`config.mk`:
```
export PLATFORM = sky130hd
export DESIGN_NAME = i2c_register_access_sequencer_top_flat
export DESIGN_NICKNAME = d
export VERILOG_FILES = /design/src/design/i2c_ras_pkg.sv /design/src/design/i2c_ras_channels.sv /design/src/design/i2c_register_access_sequencer_top.sv /design/src/flat_wrapper.sv
export SDC_FILE = /design/constraint.sdc
export NUM_CORES = 1
export LEC_CHECK = 0
export ABC_AREA = 1
export ABC_CLOCK_PERIOD_IN_PS = 3400
export BUFFER_PORTS_ARGS = -buffer_cell sky130_fd_sc_hd__buf_4
export CORE_MARGIN = 10
export CORE_UTILIZATION = 49
export CTS_CLUSTER_SIZE = 20
export DETAILED_ROUTE_END_ITERATION = 7
export PLACE_DENSITY = 0.79
export SKIP_LAST_GASP = 1
export SLEW_MARGIN = 15
export SYNTH_ARGS = -nofsm -noshare
export SYNTH_HDL_FRONTEND = slang
export SYNTH_SLANG_ARGS = --single-unit
```
`constraint.sdc`:
```
create_clock -name clock -period 3.4 [get_ports clock]
set_clock_uncertainty 0.2 [all_clocks]
set_input_delay 0.17 -clock clock [delete_from_list [all_inputs] [get_ports clock]]
set_output_delay 0.17 -clock clock [all_outputs]
set_load 0.03 [all_outputs]
```
`src/design/i2c_ras_pkg.sv`:
```
// ----------------------------------------------------------------------------
// I2C register access sequencer package
// Types, status codes, action codes and error codes shared by the design.
// ----------------------------------------------------------------------------
package i2c_ras_pkg;

   localparam int CMD_W    = 2;
   localparam int DEV_W    = 7;
   localparam int BYTE_W   = 8;
   localparam int ACTION_W = 3;
   localparam int ERROR_W  = 4;

   typedef enum logic [CMD_W-1:0] {
      CMD_READ   = 2'd0,
      CMD_WRITE  = 2'd1,
      CMD_STATUS = 2'd2
   } command_type;

   typedef enum logic [3:0] {
      PH_IDLE      = 4'd0,
      PH_START     = 4'd1,
      PH_ADDRW     = 4'd2,
      PH_REG       = 4'd3,
      PH_RESTART   = 4'd4,
      PH_ADDRR     = 4'd5,
      PH_DATA_ACK  = 4'd6,
      PH_DATA_LAST = 4'd7,
      PH_WDATA     = 4'd8
   } phase_type;

   typedef enum logic [ACTION_W-1:0] {
      ACT_NONE  = 3'd0,
      ACT_START = 3'd1,
      ACT_SEND  = 3'd2,
      ACT_RACK  = 3'd3,
      ACT_RNACK = 3'd4,
      ACT_STOP  = 3'd5
   } action_type;

   typedef enum logic [ERROR_W-1:0] {
      ERR_OK        = 4'd0,
      ERR_START     = 4'd1,
      ERR_ADDRW     = 4'd2,
      ERR_REG       = 4'd3,
      ERR_RESTART   = 4'd4,
      ERR_ADDRR     = 4'd5,
      ERR_DATA_ACK  = 4'd6,
      ERR_DATA_LAST = 4'd7,
      ERR_WDATA     = 4'd8
   } error_type;

   localparam logic [BYTE_W-1:0] ST_MASK     = 8'hF8;
   localparam logic [BYTE_W-1:0] ST_START    = 8'h08;
   localparam logic [BYTE_W-1:0] ST_REPSTART = 8'h10;
   localparam logic [BYTE_W-1:0] ST_SLAW_ACK = 8'h18;
   localparam logic [BYTE_W-1:0] ST_TXD_ACK  = 8'h28;
   localparam logic [BYTE_W-1:0] ST_SLAR_ACK = 8'h40;
   localparam logic [BYTE_W-1:0] ST_RXD_ACK  = 8'h50;
   localparam logic [BYTE_W-1:0] ST_RXD_NACK = 8'h58;

endpackage

```
`src/design/i2c_ras_channels.sv`:
```
// ----------------------------------------------------------------------------
// I2C register access sequencer channels
// Valid/ready channels for the event input and the result output.
// ----------------------------------------------------------------------------
interface i2c_ras_req_if;
   import i2c_ras_pkg::*;

   logic              valid;
   logic              ready;
   logic [CMD_W-1:0]  command;
   logic [DEV_W-1:0]  device;
   logic [BYTE_W-1:0] reg_address;
   logic [BYTE_W-1:0] byte_count;
   logic [BYTE_W-1:0] write_value;
   logic [BYTE_W-1:0] bus_status;
   logic [BYTE_W-1:0] received_byte;

   modport source (output valid, command, device, reg_address, byte_count,
                   write_value, bus_status, received_byte, input ready);
   modport sink   (input valid, command, device, reg_address, byte_count,
                   write_value, bus_status, received_byte, output ready);
endinterface

interface i2c_ras_rsp_if;
   import i2c_ras_pkg::*;

   logic                valid;
   logic                ready;
   logic [ACTION_W-1:0] action;
   logic [BYTE_W-1:0]   tx_byte;
   logic                data_valid;
   logic [BYTE_W-1:0]   data_byte;
   logic [BYTE_W-1:0]   data_index;
   logic                done_res;
   logic [ERROR_W-1:0]  error_code;

   modport source (output valid, action, tx_byte, data_valid, data_byte,
                   data_index, done_res, error_code, input ready);
   modport sink   (input valid, action, tx_byte, data_valid, data_byte,
                   data_index, done_res, error_code, output ready);
endinterface

```
`src/design/i2c_register_access_sequencer_top.sv`:
```
// ----------------------------------------------------------------------------
// I2C register access sequencer
// Steps a byte-level I2C master through register read and write transactions.
// A result, if any, is registered and shown on rsp_ch the cycle after its event.
// Throughput: one event per cycle; a held result stalls req_ch until rsp_ch.ready.
// Reset: synchronous, active high; phase returns to idle, rsp_ch empties.
// ----------------------------------------------------------------------------
module i2c_register_access_sequencer_top (
   input logic            clock,
   input logic            reset,
   i2c_ras_req_if.sink    req_ch,
   i2c_ras_rsp_if.source  rsp_ch
);
   import i2c_ras_pkg::*;

   phase_type         phase_ff, phase_in;
   logic [DEV_W-1:0]  target_device_ff, target_device_in;
   logic [BYTE_W-1:0] target_register_ff, target_register_in;
   logic [BYTE_W-1:0] pending_write_ff, pending_write_in;
   logic [BYTE_W-1:0] burst_length_ff, burst_length_in;
   logic [BYTE_W-1:0] byte_position_ff, byte_position_in;
   logic              is_read_ff, is_read_in;

   logic              out_valid_ff;
   action_type        action_ff, action_in;
   logic [BYTE_W-1:0] tx_byte_ff, tx_byte_in;
   logic              data_valid_ff, data_valid_in;
   logic [BYTE_W-1:0] data_byte_ff, data_byte_in;
   logic [BYTE_W-1:0] data_index_ff, data_index_in;
   logic              done_res_ff, done_res_in;
   error_type         error_code_ff, error_code_in;

   logic              emit;
   logic              req_xfer;
   logic [BYTE_W-1:0] st;
   logic [BYTE_W-1:0] addr_w;
   logic [BYTE_W-1:0] pos_next;
   logic [BYTE_W:0]   pos_plus_one;

   assign req_ch.ready = !out_valid_ff || rsp_ch.ready;
   assign req_xfer     = req_ch.valid && req_ch.ready;
   assign st           = req_ch.bus_status & ST_MASK;
   assign addr_w       = {target_device_ff, 1'b0};
   assign pos_next     = byte_position_ff + 8'd1;
   assign pos_plus_one = {1'b0, pos_next} + 9'd1;

   always_comb begin
      phase_in           = phase_ff;
      target_device_in   = target_device_ff;
      target_register_in = target_register_ff;
      pending_write_in   = pending_write_ff;
      burst_length_in    = burst_length_ff;
      byte_position_in   = byte_position_ff;
      is_read_in         = is_read_ff;
      emit               = 1'b0;
      action_in          = ACT_NONE;
      tx_byte_in         = '0;
      data_valid_in      = 1'b0;
      data_byte_in       = '0;
      data_index_in      = '0;
      done_res_in        = 1'b0;
      error_code_in      = ERR_OK;

      if (req_ch.command == CMD_READ || req_ch.command == CMD_WRITE) begin
         if (phase_ff == PH_IDLE) begin
            target_device_in   = req_ch.device;
            target_register_in = req_ch.reg_address;
            if (req_ch.command == CMD_READ) begin
               burst_length_in = (req_ch.byte_count == '0) ? 8'd1 : req_ch.byte_count;
               is_read_in      = 1'b1;
            end else begin
               pending_write_in = req_ch.write_value;
               is_read_in       = 1'b0;
            end
            byte_position_in = '0;
            phase_in         = PH_START;
            emit             = 1'b1;
            action_in        = ACT_START;
         end
      end else if (req_ch.command == CMD_STATUS && phase_ff != PH_IDLE) begin
         emit = 1'b1;
         case (phase_ff)
            PH_START: begin
               if (st != ST_START && st != ST_REPSTART) begin
                  error_code_in = ERR_START;
               end else begin
                  phase_in   = PH_ADDRW;
                  action_in  = ACT_SEND;
                  tx_byte_in = addr_w;
               end
            end
            PH_ADDRW: begin
               if (st != ST_SLAW_ACK) begin
                  error_code_in = ERR_ADDRW;
               end else begin
                  phase_in   = PH_REG;
                  action_in  = ACT_SEND;
                  tx_byte_in = target_register_ff;
               end
            end
            PH_REG: begin
               if (st != ST_TXD_ACK) begin
                  error_code_in = ERR_REG;
               end else if (is_read_ff) begin
                  phase_in  = PH_RESTART;
                  action_in = ACT_START;
               end else begin
                  phase_in   = PH_WDATA;
                  action_in  = ACT_SEND;
                  tx_byte_in = pending_write_ff;
               end
            end
            PH_RESTART: begin
               if (st != ST_REPSTART) begin
                  error_code_in = ERR_RESTART;
               end else begin
                  phase_in   = PH_ADDRR;
                  action_in  = ACT_SEND;
                  tx_byte_in = addr_w | 8'h01;
               end
            end
            PH_ADDRR: begin
               if (st != ST_SLAR_ACK) begin
                  error_code_in = ERR_ADDRR;
               end else begin
                  byte_position_in = '0;
                  if (burst_length_ff > 8'd1) begin
                     phase_in  = PH_DATA_ACK;
                     action_in = ACT_RACK;
                  end else begin
                     phase_in  = PH_DATA_LAST;
                     action_in = ACT_RNACK;
                  end
               end
            end
            PH_DATA_ACK: begin
               if (st != ST_RXD_ACK) begin
                  error_code_in = ERR_DATA_ACK;
               end else begin
                  byte_position_in = pos_next;
                  data_valid_in    = 1'b1;
                  data_byte_in     = req_ch.received_byte;
                  data_index_in    = byte_position_ff;
                  if (pos_plus_one < {1'b0, burst_length_ff}) begin
                     action_in = ACT_RACK;
                  end else begin
                     phase_in  = PH_DATA_LAST;
                     action_in = ACT_RNACK;
                  end
               end
            end
            PH_DATA_LAST: begin
               if (st != ST_RXD_NACK) begin
                  error_code_in = ERR_DATA_LAST;
               end else begin
                  phase_in      = PH_IDLE;
                  action_in     = ACT_STOP;
                  data_valid_in = 1'b1;
                  data_byte_in  = req_ch.received_byte;
                  data_index_in = byte_position_ff;
                  done_res_in   = 1'b1;
               end
            end
            PH_WDATA: begin
               if (st != ST_TXD_ACK) begin
                  error_code_in = ERR_WDATA;
               end else begin
                  phase_in    = PH_IDLE;
                  action_in   = ACT_STOP;
                  done_res_in = 1'b1;
               end
            end
            default: begin
               emit = 1'b0;
            end
         endcase
         // any failed check ends the transfer sequence without a stop
         if (error_code_in != ERR_OK || !emit) begin
            phase_in  = PH_IDLE;
            action_in = ACT_NONE;
         end
         if (error_code_in != ERR_OK) begin
            done_res_in = 1'b1;
         end
      end
   end

   always_ff @(posedge clock) begin
      if (reset) begin
         phase_ff           <= PH_IDLE;
         target_device_ff   <= '0;
         target_register_ff <= '0;
         pending_write_ff   <= '0;
         burst_length_ff    <= '0;
         byte_position_ff   <= '0;
         is_read_ff         <= 1'b0;
         out_valid_ff       <= 1'b0;
      end else begin
         if (req_xfer) begin
            phase_ff           <= phase_in;
            target_device_ff   <= target_device_in;
            target_register_ff <= target_register_in;
            pending_write_ff   <= pending_write_in;
            burst_length_ff    <= burst_length_in;
            byte_position_ff   <= byte_position_in;
            is_read_ff         <= is_read_in;
         end
         if (req_xfer && emit) begin
            out_valid_ff <= 1'b1;
         end else if (rsp_ch.ready) begin
            out_valid_ff <= 1'b0;
         end
      end
   end

   always_ff @(posedge clock) begin
      if (req_xfer && emit) begin
         action_ff     <= action_in;
         tx_byte_ff    <= tx_byte_in;
         data_valid_ff <= data_valid_in;
         data_byte_ff  <= data_byte_in;
         data_index_ff <= data_index_in;
         done_res_ff   <= done_res_in;
         error_code_ff <= error_code_in;
      end
   end

   assign rsp_ch.valid      = out_valid_ff;
   assign rsp_ch.action     = action_ff;
   assign rsp_ch.tx_byte    = tx_byte_ff;
   assign rsp_ch.data_valid = data_valid_ff;
   assign rsp_ch.data_byte  = data_byte_ff;
   assign rsp_ch.data_index = data_index_ff;
   assign rsp_ch.done_res   = done_res_ff;
   assign rsp_ch.error_code = error_code_ff;

   a_err_ends: assert property (@(posedge clock) disable iff (reset)
      (out_valid_ff && error_code_ff != ERR_OK) |->
         (done_res_ff && action_ff == ACT_NONE && phase_ff == PH_IDLE))
      else $error("error result did not end the transaction");

   a_done_idle: assert property (@(posedge clock) disable iff (reset)
      (req_xfer && emit && done_res_in) |=> (phase_ff == PH_IDLE))
      else $error("phase not idle after a finished transaction");

   a_data_action: assert property (@(posedge clock) disable iff (reset)
      (out_valid_ff && data_valid_ff) |->
         (action_ff == ACT_RACK || action_ff == ACT_RNACK || action_ff == ACT_STOP))
      else $error("read data reported with a non-receive action");

   a_start_from_idle: assert property (@(posedge clock) disable iff (reset)
      (req_xfer && emit && req_ch.command != CMD_STATUS) |-> (phase_ff == PH_IDLE))
      else $error("start accepted while busy");

   a_hold: assert property (@(posedge clock) disable iff (reset)
      (out_valid_ff && !rsp_ch.ready) |=> (out_valid_ff && $stable(action_ff)))
      else $error("stalled result lost");

endmodule
```
`src/flat_wrapper.sv`:
```
// flat-port wrapper written by rule: the top's interface ports become plain ports
module i2c_register_access_sequencer_top_flat import i2c_ras_pkg::*;
  (clock, reset, req_ch_valid, req_ch_command, req_ch_device, req_ch_reg_address, req_ch_byte_count, req_ch_write_value, req_ch_bus_status, req_ch_received_byte, req_ch_ready, rsp_ch_valid, rsp_ch_action, rsp_ch_tx_byte, rsp_ch_data_valid, rsp_ch_data_byte, rsp_ch_data_index, rsp_ch_done_res, rsp_ch_error_code, rsp_ch_ready);
  i2c_ras_req_if req_ch_i ();
  i2c_ras_rsp_if rsp_ch_i ();
  input logic clock;
  input logic reset;
  input wire logic [$bits(req_ch_i.valid)-1:0] req_ch_valid;
  input wire logic [$bits(req_ch_i.command)-1:0] req_ch_command;
  input wire logic [$bits(req_ch_i.device)-1:0] req_ch_device;
  input wire logic [$bits(req_ch_i.reg_address)-1:0] req_ch_reg_address;
  input wire logic [$bits(req_ch_i.byte_count)-1:0] req_ch_byte_count;
  input wire logic [$bits(req_ch_i.write_value)-1:0] req_ch_write_value;
  input wire logic [$bits(req_ch_i.bus_status)-1:0] req_ch_bus_status;
  input wire logic [$bits(req_ch_i.received_byte)-1:0] req_ch_received_byte;
  output wire logic [$bits(req_ch_i.ready)-1:0] req_ch_ready;
  output wire logic [$bits(rsp_ch_i.valid)-1:0] rsp_ch_valid;
  output wire logic [$bits(rsp_ch_i.action)-1:0] rsp_ch_action;
  output wire logic [$bits(rsp_ch_i.tx_byte)-1:0] rsp_ch_tx_byte;
  output wire logic [$bits(rsp_ch_i.data_valid)-1:0] rsp_ch_data_valid;
  output wire logic [$bits(rsp_ch_i.data_byte)-1:0] rsp_ch_data_byte;
  output wire logic [$bits(rsp_ch_i.data_index)-1:0] rsp_ch_data_index;
  output wire logic [$bits(rsp_ch_i.done_res)-1:0] rsp_ch_done_res;
  output wire logic [$bits(rsp_ch_i.error_code)-1:0] rsp_ch_error_code;
  input wire logic [$bits(rsp_ch_i.ready)-1:0] rsp_ch_ready;
  assign req_ch_i.valid = req_ch_valid;
  assign req_ch_i.command = req_ch_command;
  assign req_ch_i.device = req_ch_device;
  assign req_ch_i.reg_address = req_ch_reg_address;
  assign req_ch_i.byte_count = req_ch_byte_count;
  assign req_ch_i.write_value = req_ch_write_value;
  assign req_ch_i.bus_status = req_ch_bus_status;
  assign req_ch_i.received_byte = req_ch_received_byte;
  assign req_ch_ready = req_ch_i.ready;
  assign rsp_ch_valid = rsp_ch_i.valid;
  assign rsp_ch_action = rsp_ch_i.action;
  assign rsp_ch_tx_byte = rsp_ch_i.tx_byte;
  assign rsp_ch_data_valid = rsp_ch_i.data_valid;
  assign rsp_ch_data_byte = rsp_ch_i.data_byte;
  assign rsp_ch_data_index = rsp_ch_i.data_index;
  assign rsp_ch_done_res = rsp_ch_i.done_res;
  assign rsp_ch_error_code = rsp_ch_i.error_code;
  assign rsp_ch_i.ready = rsp_ch_ready;
  i2c_register_access_sequencer_top u_core (.clock(clock), .reset(reset), .req_ch(req_ch_i), .rsp_ch(rsp_ch_i));
endmodule
```
==> impl_summary.log, run 1 <==
INFO  metric maxSlewViolCount = 0
INFO  metric synth_cell_types = 41
INFO  metric hold_path_class = input pin to register
INFO  metric core_area = approximately 0.0081 mm2
INFO  metric combined_area_of_the_multi_input_logic_cells = about 0.0018 mm2
INFO  metric grt-ovfl-total = 0
INFO  metric finalWeightedCongestion = 0.943
INFO  metric dp_hpwl = around 7.6 mm
INFO  metric via_count_of_the_first_global_routing_pass = 3,849
INFO  metric synthTopCellsByArea = edfxtp_1 24%, dfxtp_1 22%, nor2_1 7.9%
INFO  metric dp_cells = 690
INFO  metric post_route_cells_drive_above_1_share = between 20% and 30%
INFO  metric final.period_utilization = 94.6%
INFO  metric initial_core_util = around 50%
INFO  metric die_x = 111 um
INFO  metric maxClockFrequency = 0.311 GHz
INFO  metric stdcell_count = roughly 750
INFO  metric crit_type = register to register
INFO  metric timing.critical_path.fanout_max = 8
INFO  metric ant_nets = 0
INFO  metric path_clk_slew = 0.09 ns
INFO  metric regToRegStartpoint = u_core.byte_position_ff[0]
INFO  metric cts-htree-levels = 3
INFO  metric grt_max_degree = 37
INFO  metric root_buffer = clkbuf_8
INFO  metric cts-buffers-inserted = 9
INFO  metric netlist_area = a little over 0.004 mm2
INFO  metric post-route-drc-count = 0
INFO  metric number_of_clock_sinks = 78
INFO  metric postSynthCellCount = 510
INFO  metric result_of_the_run = finished with violations
INFO  metric rows = 33
INFO  metric failed_checks = hold timing
INFO  metric seq_total_area_yosys = 46.6%
INFO  metric fin_nets = slightly above 700
INFO  metric post_synth.cell_area_avg = ~8.0 um2
INFO  metric crit_path_end_kind = register
INFO  metric layout_min_cycle_time = 3.22 ns
INFO  metric fp.dieArea = around 0.012 mm2
INFO  metric timing_hold_violations_final = 1
INFO  metric cell_types_with_the_highest_counts_after_synthesis = 85 x nor2_1, 77 x nand2_1, 71 x inv_1
INFO  metric antenna_found_initial = 0
INFO  metric critical_path.startpoint_type = register
INFO  metric cts_tree = done
INFO  metric timing_worst_slew_pin_value = 0.893 ns
INFO  metric peakVddDrop = 0.337 mV
INFO  metric design.portCount = 88
INFO  metric worstPathArrival = 3.28 ns
INFO  metric yosys_warnings = 0
INFO  metric power.leakage = 2.40 nW
INFO  metric grt_pass1_wl = around 18 mm
INFO  metric yosysTopAreaCellShare = 24.4%
INFO  metric port-buffer-count = 84
INFO  metric synth-edff-count = 33
INFO  metric number_of_antenna_repair_diodes = 0
INFO  metric ys.flop_type = dfxtp_1
INFO  metric fp.dieH = around 110 um
INFO  metric max_slew_margin = 40.4%
INFO  metric globalRouteTotalUtil = 17.5%
INFO  metric worst_skew_pair.late_latency = ~0.36 ns
INFO  metric drt_pass1_iterations = 8
INFO  metric drv_cap = 0
INFO  metric postSynthRegisterBits = 78
INFO  metric ff_latch_area = roughly 0.0019 mm2
INFO  metric critPathLaunch = u_core.byte_position_ff[0]
INFO  metric drt_first_iter_violations = 277
INFO  metric power_per_cell_area = 473 mW/mm2
INFO  metric wire_length_per_cell = 14.8 um
INFO  metric synth_async_sr_flop_share = 0%
INFO  metric layout-area-overhead-vs-synth = 35.1%
INFO  metric clock_tree_buffer_depth = 2
INFO  metric setup_violations = 0
INFO  metric wl = between 10 and 15 mm
INFO  metric synth.most_common_cell = nor2_1
INFO  metric yosys.area.top_type = edfxtp_1
INFO  metric n_fill_cell = 610
INFO  metric route.vias.total = between 3,000 and 4,000
INFO  metric critical_path_required = around 3.5 ns
INFO  metric min_delay_src = req_ch_received_byte[5]
INFO  metric drt-vias-per-instance = a little over 5
INFO  metric fin_worst_hold_slack = -0.00331 ns
INFO  metric syn-num-nets = 572
==> layout make-up <==
cell class | instances | share of cell area [%]
Clock buffer | 9 | 2.26
Clock inverter | 7 | 1.30
Inverter | 82 | 5.75
Multi-Input combinational cell | 339 | 33.7
Sequential cell | 78 | 34.5
Tap cell | 105 | 2.39
Timing Repair Buffer | 132 | 20.1
==> where the power goes <==
| group | leakage [nW] | internal (mW) | switching, mW |
|---|---|---|---|
| Sequential | 0.688 | 1.09 | 0.0513 |
| Combinational | 1.61 | 0.282 | 0.463 |
| Clock | 0.100 | 0.342 | 0.370 |
| Total | 2.40 | 1.71 | 0.884 |
==> state kept, by name, summed over array words and instances, names as in the netlist <==
register / cells
u_core.phase_ff: 4
u_core.burst_length_ff: 8
u_core.target_device_ff: 7
u_core.byte_position_ff: 8
u_core.is_read_ff: 1
u_core.rsp_ch.data_valid: 1
u_core.rsp_ch.action: 3
u_core.rsp_ch.data_index: 8
u_core.target_register_ff: 8
u_core.pending_write_ff: 8
u_core.rsp_ch.valid: 1
u_core.rsp_ch.done_res: 1
u_core.rsp_ch.error_code: 4
u_core.rsp_ch.data_byte: 8
u_core.rsp_ch.tx_byte: 8
==> per-layer routing <==
layer,track usage [%],part of all wire (%)
met1,21.4,43
met2,29.5,48
met3,4.71,6.9
met4,4.63,1.5
met5,0,0
==> stage by stage <==
stage,util [%],setup TNS (ns),area [um2],total power [mW],worst slack (ns)
final,67.5,0,5490,2.59,0.185
after floorplan,-,0,4060,1.61,0.256
after global placement,58.9,0,4790,1.79,0.179
after CTS,67.0,0,5450,2.56,0.0916
after global routing,67.5,-0.00721,5490,2.72,-0.00721
after detailed placement,58.9,-0.0201,4790,1.82,-0.0201
==> cell families (layout without fill, tap and decap cells) <==
kind of cell / count (synthesis) / count (layout) / share of synthesized area (%)
DFF: 78 / 78 / 46.6
buffers and inverters: 93 / 230 / 9.12
adders and majority gates: 9 / 9 / 2.77
and+or+nand+nor: 227 / 227 / 25.7
xor gates and xnor gates: 8 / 8 / 1.73
AOI/OAI and AO/OA: 95 / 95 / 14.1
==> cell usage in the layout, fill, tap and decap left out, types with 5 or more instances in the layout <==
cell type | Yosys | routed
edfxtp_1 | 33 | 33
dlygate4sd3_1 | 0 | 45
nand2_2 | 5 | 5
inv_1 | 71 | 71
nor2_1 | 85 | 81
nor2_2 | 5 | 6
a211oi_2 | 6 | 6
o21ai_0 | 38 | 38
ha_1 | 9 | 9
clkbuf_8 | 0 | 9
nor3_1 | 13 | 13
inv_2 | 9 | 9
nand3_1 | 15 | 14
nand2_1 | 77 | 77
a21oi_1 | 33 | 32
nand4_1 | 6 | 6
nor3b_1 | 9 | 9
dfxtp_1 | 45 | 43
buf_4 | 1 | 87
xor2_1 | 7 | 7
a31oi_1 | 7 | 7
nor2_4 | 3 | 6
==> path summary, 6_finish.rpt <==
path	depth (start not counted)	endpoint	slack [ns]
worst max-delay path	18	u_core.phase_ff[3]	0.18
worst min-delay path	2	u_core.rsp_ch.data_byte[5]	-0.003
worst max register to register	18	u_core.phase_ff[3]	0.18
worst min register to register	2	u_core.pending_write_ff[3]	0.26
==> critical path: stages (launching register included) <==
cell	delay [ns]
dfxtp_2	0.40
inv_1	0.08
ha_1	0.35
nor4_2	0.37
nand2_1	0.09
nor2_1	0.16
xor2_1	0.17
inv_1	0.06
ha_1	0.29
nand2_1	0.08
inv_1	0.04
nand2_1	0.05
nand2_1	0.07
a21oi_2	0.17
nand4_1	0.17
nand3_4	0.18
nand2_1	0.08
nand2_1	0.08
nor2_1	0.05
==> what timing repair did <==
item,4_1_cts,5_1_grt
endpoints found under the hold margin,47,0
gates resized for setup,2,9
hold buffers,45,0
pin swaps,0,3
buffers inserted,0,1
setup endpoints to repair,4,7
(Power assumes the default switching activity.)
==> run 2: changes to the inputs <==
--- a/config.mk
+++ b/config.mk
@@ -9,10 +9,10 @@
 export ABC_CLOCK_PERIOD_IN_PS = 3400
 export BUFFER_PORTS_ARGS = -buffer_cell sky130_fd_sc_hd__buf_4
 export CORE_MARGIN = 10
-export CORE_UTILIZATION = 49
+export CORE_UTILIZATION = 50
 export CTS_CLUSTER_SIZE = 20
 export DETAILED_ROUTE_END_ITERATION = 7
-export PLACE_DENSITY = 0.79
+export PLACE_DENSITY = 0.8
 export SKIP_LAST_GASP = 1
 export SLEW_MARGIN = 15
 export SYNTH_ARGS = -nofsm -noshare
==> run 2 against run 1 <==
Against the previous run:
- core utilization increased by 2.1 points
- the flow still finishes with violations (hold timing)
- critical endpoint is now u_core.phase_ff[1]
- fmax is 1.7% higher
- cell count is 1.2% lower
- power hardly changed
- sequential share of layout area rose by 0.31 points
- register-to-register slack improved by 0.05 ns
- die area down 1.6%
- largest power group unchanged
==> impl_summary.log, run 2 (synthesis gave the netlist of run 1 again) <==
INFO  metric power.share.sequential = 43.8% (about the same)
INFO  metric setup_violations = 0 (unchanged)
INFO  metric grt_max_degree = 37 (unchanged)
INFO  metric fp.dieH = 110 um (was 111 um)
INFO  metric failed_checks = hold timing (unchanged)
INFO  metric core_area = 0.00781 mm2 (was 0.00813 mm2)
INFO  metric drt-vias-per-instance = 5.18 (was 5.19)
INFO  metric drt_pass1_iterations = 5 (was 8)
INFO  metric fin_nets = 698 (was 704)
INFO  metric hold_path_class = input pin to register (unchanged)
INFO  metric design.portCount = 88 (unchanged)
INFO  metric post_route_cells_drive_above_1_share = 23.1% (was 23.3%)
INFO  metric grt-ovfl-total = 0 (unchanged)
INFO  metric timing_hold_violations_final = 2 (was 1)
INFO  metric port-buffer-count = 84 (unchanged)
INFO  metric wire_length_per_cell = 14.5 um (was 14.8 um)
INFO  metric clock_tree_buffer_depth = 2 (unchanged)
INFO  metric cts-buffers-inserted = 9 (unchanged)
INFO  metric drv_cap = 0 (unchanged)
INFO  metric root_buffer = clkbuf_8 (unchanged)
INFO  metric p_comb_share = 27.8% (was 28.7%)
INFO  metric power_per_cell_area = 477 mW/mm2 (was 473 mW/mm2)
INFO  metric wirelength_met1 = 4.55 mm (was 4.78 mm)
INFO  metric p_int = 1.72 mW (was 1.71 mW)
INFO  metric number_of_clock_sinks = 78 (unchanged)
INFO  metric final.period_utilization = 93.0% (was 94.6%)
INFO  metric post-place-ws = 0.0110 ns (was -0.0201 ns)
INFO  metric r2r.worst_path.cells = 21 (was 18)
INFO  metric drt_first_iter_violations = 172 (was 277)
INFO  metric layout.cells.most_common = buf_4 (unchanged)
INFO  metric rows = 32 (was 33)
INFO  metric stdcell_count = 743 (was 752)
INFO  metric total_power = 2.59 mW (about the same)
INFO  metric antenna_found_initial = 0 (unchanged)
INFO  metric ant_nets = 0 (unchanged)
INFO  metric dr_wl_met3 = 843 um (was 768 um)
INFO  metric final_ws_setup = 0.239 ns (was 0.185 ns)
INFO  metric timing.critical_path.buf_inv = 2 (was 3)
INFO  metric post-route-drc-count = 0 (unchanged)
INFO  metric top_layer_used = met4 (unchanged)
INFO  metric maxClockFrequency = 0.316 GHz (was 0.311 GHz)
INFO  metric crit_slowest_cell = dfxtp_2 (unchanged)
INFO  metric final_cell_mix = 86 x buf_4, 82 x nor2_1, 77 x nand2_1 (was 87 x buf_4, 81 x nor2_1, 77 x nand2_1)
INFO  metric worstPathArrival = 3.21 ns (was 3.28 ns)
INFO  metric crit_type = register to register (unchanged)
INFO  metric wl = 10.8 mm (was 11.1 mm)
INFO  metric fp.dieArea = 0.0121 mm2 (was 0.0123 mm2)
INFO  metric layout-area-overhead-vs-synth = 33.8% (was 35.1%)
INFO  metric globalRouteTotalUtil = 17.8% (was 17.5%)
INFO  metric maxSlewViolCount = 0 (unchanged)
INFO  metric crit_path_end_kind = register (unchanged)
INFO  metric peakVddDrop = 0.281 mV (was 0.337 mV)
INFO  metric setup_total_negative_slack = 0 ns (unchanged)
INFO  metric power.leakage = 2.38 nW (was 2.40 nW)
INFO  metric worst_hold_path.num_cells = 2 (unchanged)
INFO  metric critical_path_required = 3.45 ns (was 3.46 ns)
INFO  metric layout_min_cycle_time = 3.16 ns (was 3.22 ns)
INFO  metric result_of_the_run = finished with violations (unchanged)
INFO  metric max_slew_margin = 41.5% (was 40.4%)
INFO  metric critical-path-top-delay-family = simple AND/OR/NAND/NOR gates (unchanged)
INFO  metric power.net_switching = 0.875 mW (was 0.884 mW)
INFO  metric finalWeightedCongestion = 0.883 (was 0.943)
INFO  metric worstSetupPathDepth = 21 (was 18)
INFO  metric route.vias.total = 3,851 (was 3,902)
INFO  metric timing.critical_path.mode_cell = nand2_1 (unchanged)
INFO  metric dp_cells = 687 (was 690)
INFO  metric crit_path_cell_trace = ha_1 > nand2_1 > inv_1 > nor2_2 > nand2_1 > nor2_2 > xor2_1 > inv_1 > ha_1 > nand2_1 > nor2_1 > nand2_1 > nand3_1 > nand2_1 > nand2_1 > a21oi_2 > nand4_1 > nand3_2 > nand2_1 > nand2_1 > nor2_1 (was inv_1 > ha_1 > nor4_2 > nand2_1 > nor2_1 > xor2_1 > inv_1 > ha_1 > nand2_1 > inv_1 > nand2_1 > nand2_1 > a21oi_2 > nand4_1 > nand3_4 > nand2_1 > nand2_1 > nor2_1)
INFO  metric cts-htree-levels = 3 (unchanged)
INFO  metric cts_tree = done (unchanged)
INFO  metric number_of_antenna_repair_diodes = 0 (unchanged)
INFO  metric path_clk_slew = 0.08 ns (was 0.09 ns)
INFO  metric timing_worst_slew_pin_value = 0.876 ns (was 0.893 ns)
INFO  metric critPathMaxStageDelay = 0.36 ns (was 0.40 ns)
INFO  metric timing.critical_path.fanout_max = 8 (unchanged)
INFO  metric fin_worst_hold_slack = -0.0115 ns (was -0.00331 ns)
INFO  metric initial_core_util = 52.0% (was 49.9%)
INFO  metric met2_wirelength = 5.25 mm (was 5.38 mm)
INFO  metric setup_bufs_post_cts = 0 (unchanged)
INFO  metric grt_pass1_wl = 17.5 mm (was 18.3 mm)
INFO  metric worst_skew_pair.late_latency = 0.35 ns (was 0.36 ns)
INFO  metric die_x = 110 um (was 111 um)
INFO  metric critical_path.startpoint_type = register (unchanged)
INFO  metric clockPowerShare = 28.4% (was 27.5%)
INFO  metric via_count_of_the_first_global_routing_pass = 3,814 (was 3,849)
INFO  metric dp_hpwl = 7.86 mm (was 7.56 mm)
INFO  metric power.switching_fraction = 33.7% (was 34.1%)
run 2: changes by cell type in the layout (fill, tap and decap cells not counted), sizes merged:
cell / before / now
dlygate4sd3: 45 / 40
clkbuf: 9 / 11
clkinv: 3 / 1
buf: 87 / 86
bufinv: 1 / 0
inv: 84 / 85
run 2: layout make-up:
class	instances	area (um2)
fill	600	2370
sequential	78	1890
multi-input combinational	339	1840
timing repair buffer	126	1050
inverter	82	315
clock buffer	11	174
tap	102	128
clock inverter	5	42.5
run 2: final timing paths:
check | slack (ns) | from | endpoint
min | -0.01 | req_ch_received_byte[5] | u_core.rsp_ch.data_byte[5]
max | 0.24 | u_core.byte_position_ff[0] | u_core.phase_ff[1]
max reg2reg | 0.24 | u_core.byte_position_ff[0] | u_core.phase_ff[1]
min reg2reg | 0.26 | u_core.target_register_ff[7] | u_core.target_register_ff[7]
run 2: power by group through the flow:
stage	registers [mW]	logic, mW	clock network [mW]
2_1_floorplan	1.23	0.374	0
3_5_place_dp	1.15	0.663	0
5_1_grt	1.15	0.792	0.779
3_3_place_gp	1.15	0.643	0
6_report	1.14	0.721	0.735
4_1_cts	1.13	0.709	0.740
run 2: worst register-to-register path, stage by stage, from the launching register on:
cell,delay (ns)
dfxtp_2,0.36
ha_1,0.22
nand2_1,0.12
inv_1,0.10
nor2_2,0.15
nand2_1,0.10
nor2_2,0.18
xor2_1,0.17
inv_1,0.06
ha_1,0.31
nand2_1,0.10
nor2_1,0.07
nand2_1,0.07
nand3_1,0.07
nand2_1,0.06
nand2_1,0.05
a21oi_2,0.18
nand4_1,0.13
nand3_2,0.17
nand2_1,0.07
nand2_1,0.06
nor2_1,0.05
run 2: metal layers:
metal  global-route usage [%]  vias up
met2                     31.2      145
met3                     4.76       19
met4                     5.87        0
met5                        0        -
met1                     20.7     1761
li1                         -     1926
run 2: metrics by stage:
step           area [um2]  utilization (%)
5_1_grt              5430             69.6
4_1_cts              5410             69.3
3_3_place_gp         4790             61.3
6_report             5430             69.6
2_1_floorplan        4060                -
3_5_place_dp         4790             61.3
run 2: what timing repair did:
| action | 4_1_cts | 5_1_grt |
|---|---|---|
| resized for setup | 1 | 6 |
| hold buffers | 40 | 0 |
| endpoints found under the hold margin | 43 | 0 |
| pin swaps | 0 | 0 |
| endpoints found under the setup margin | 4 | 7 |
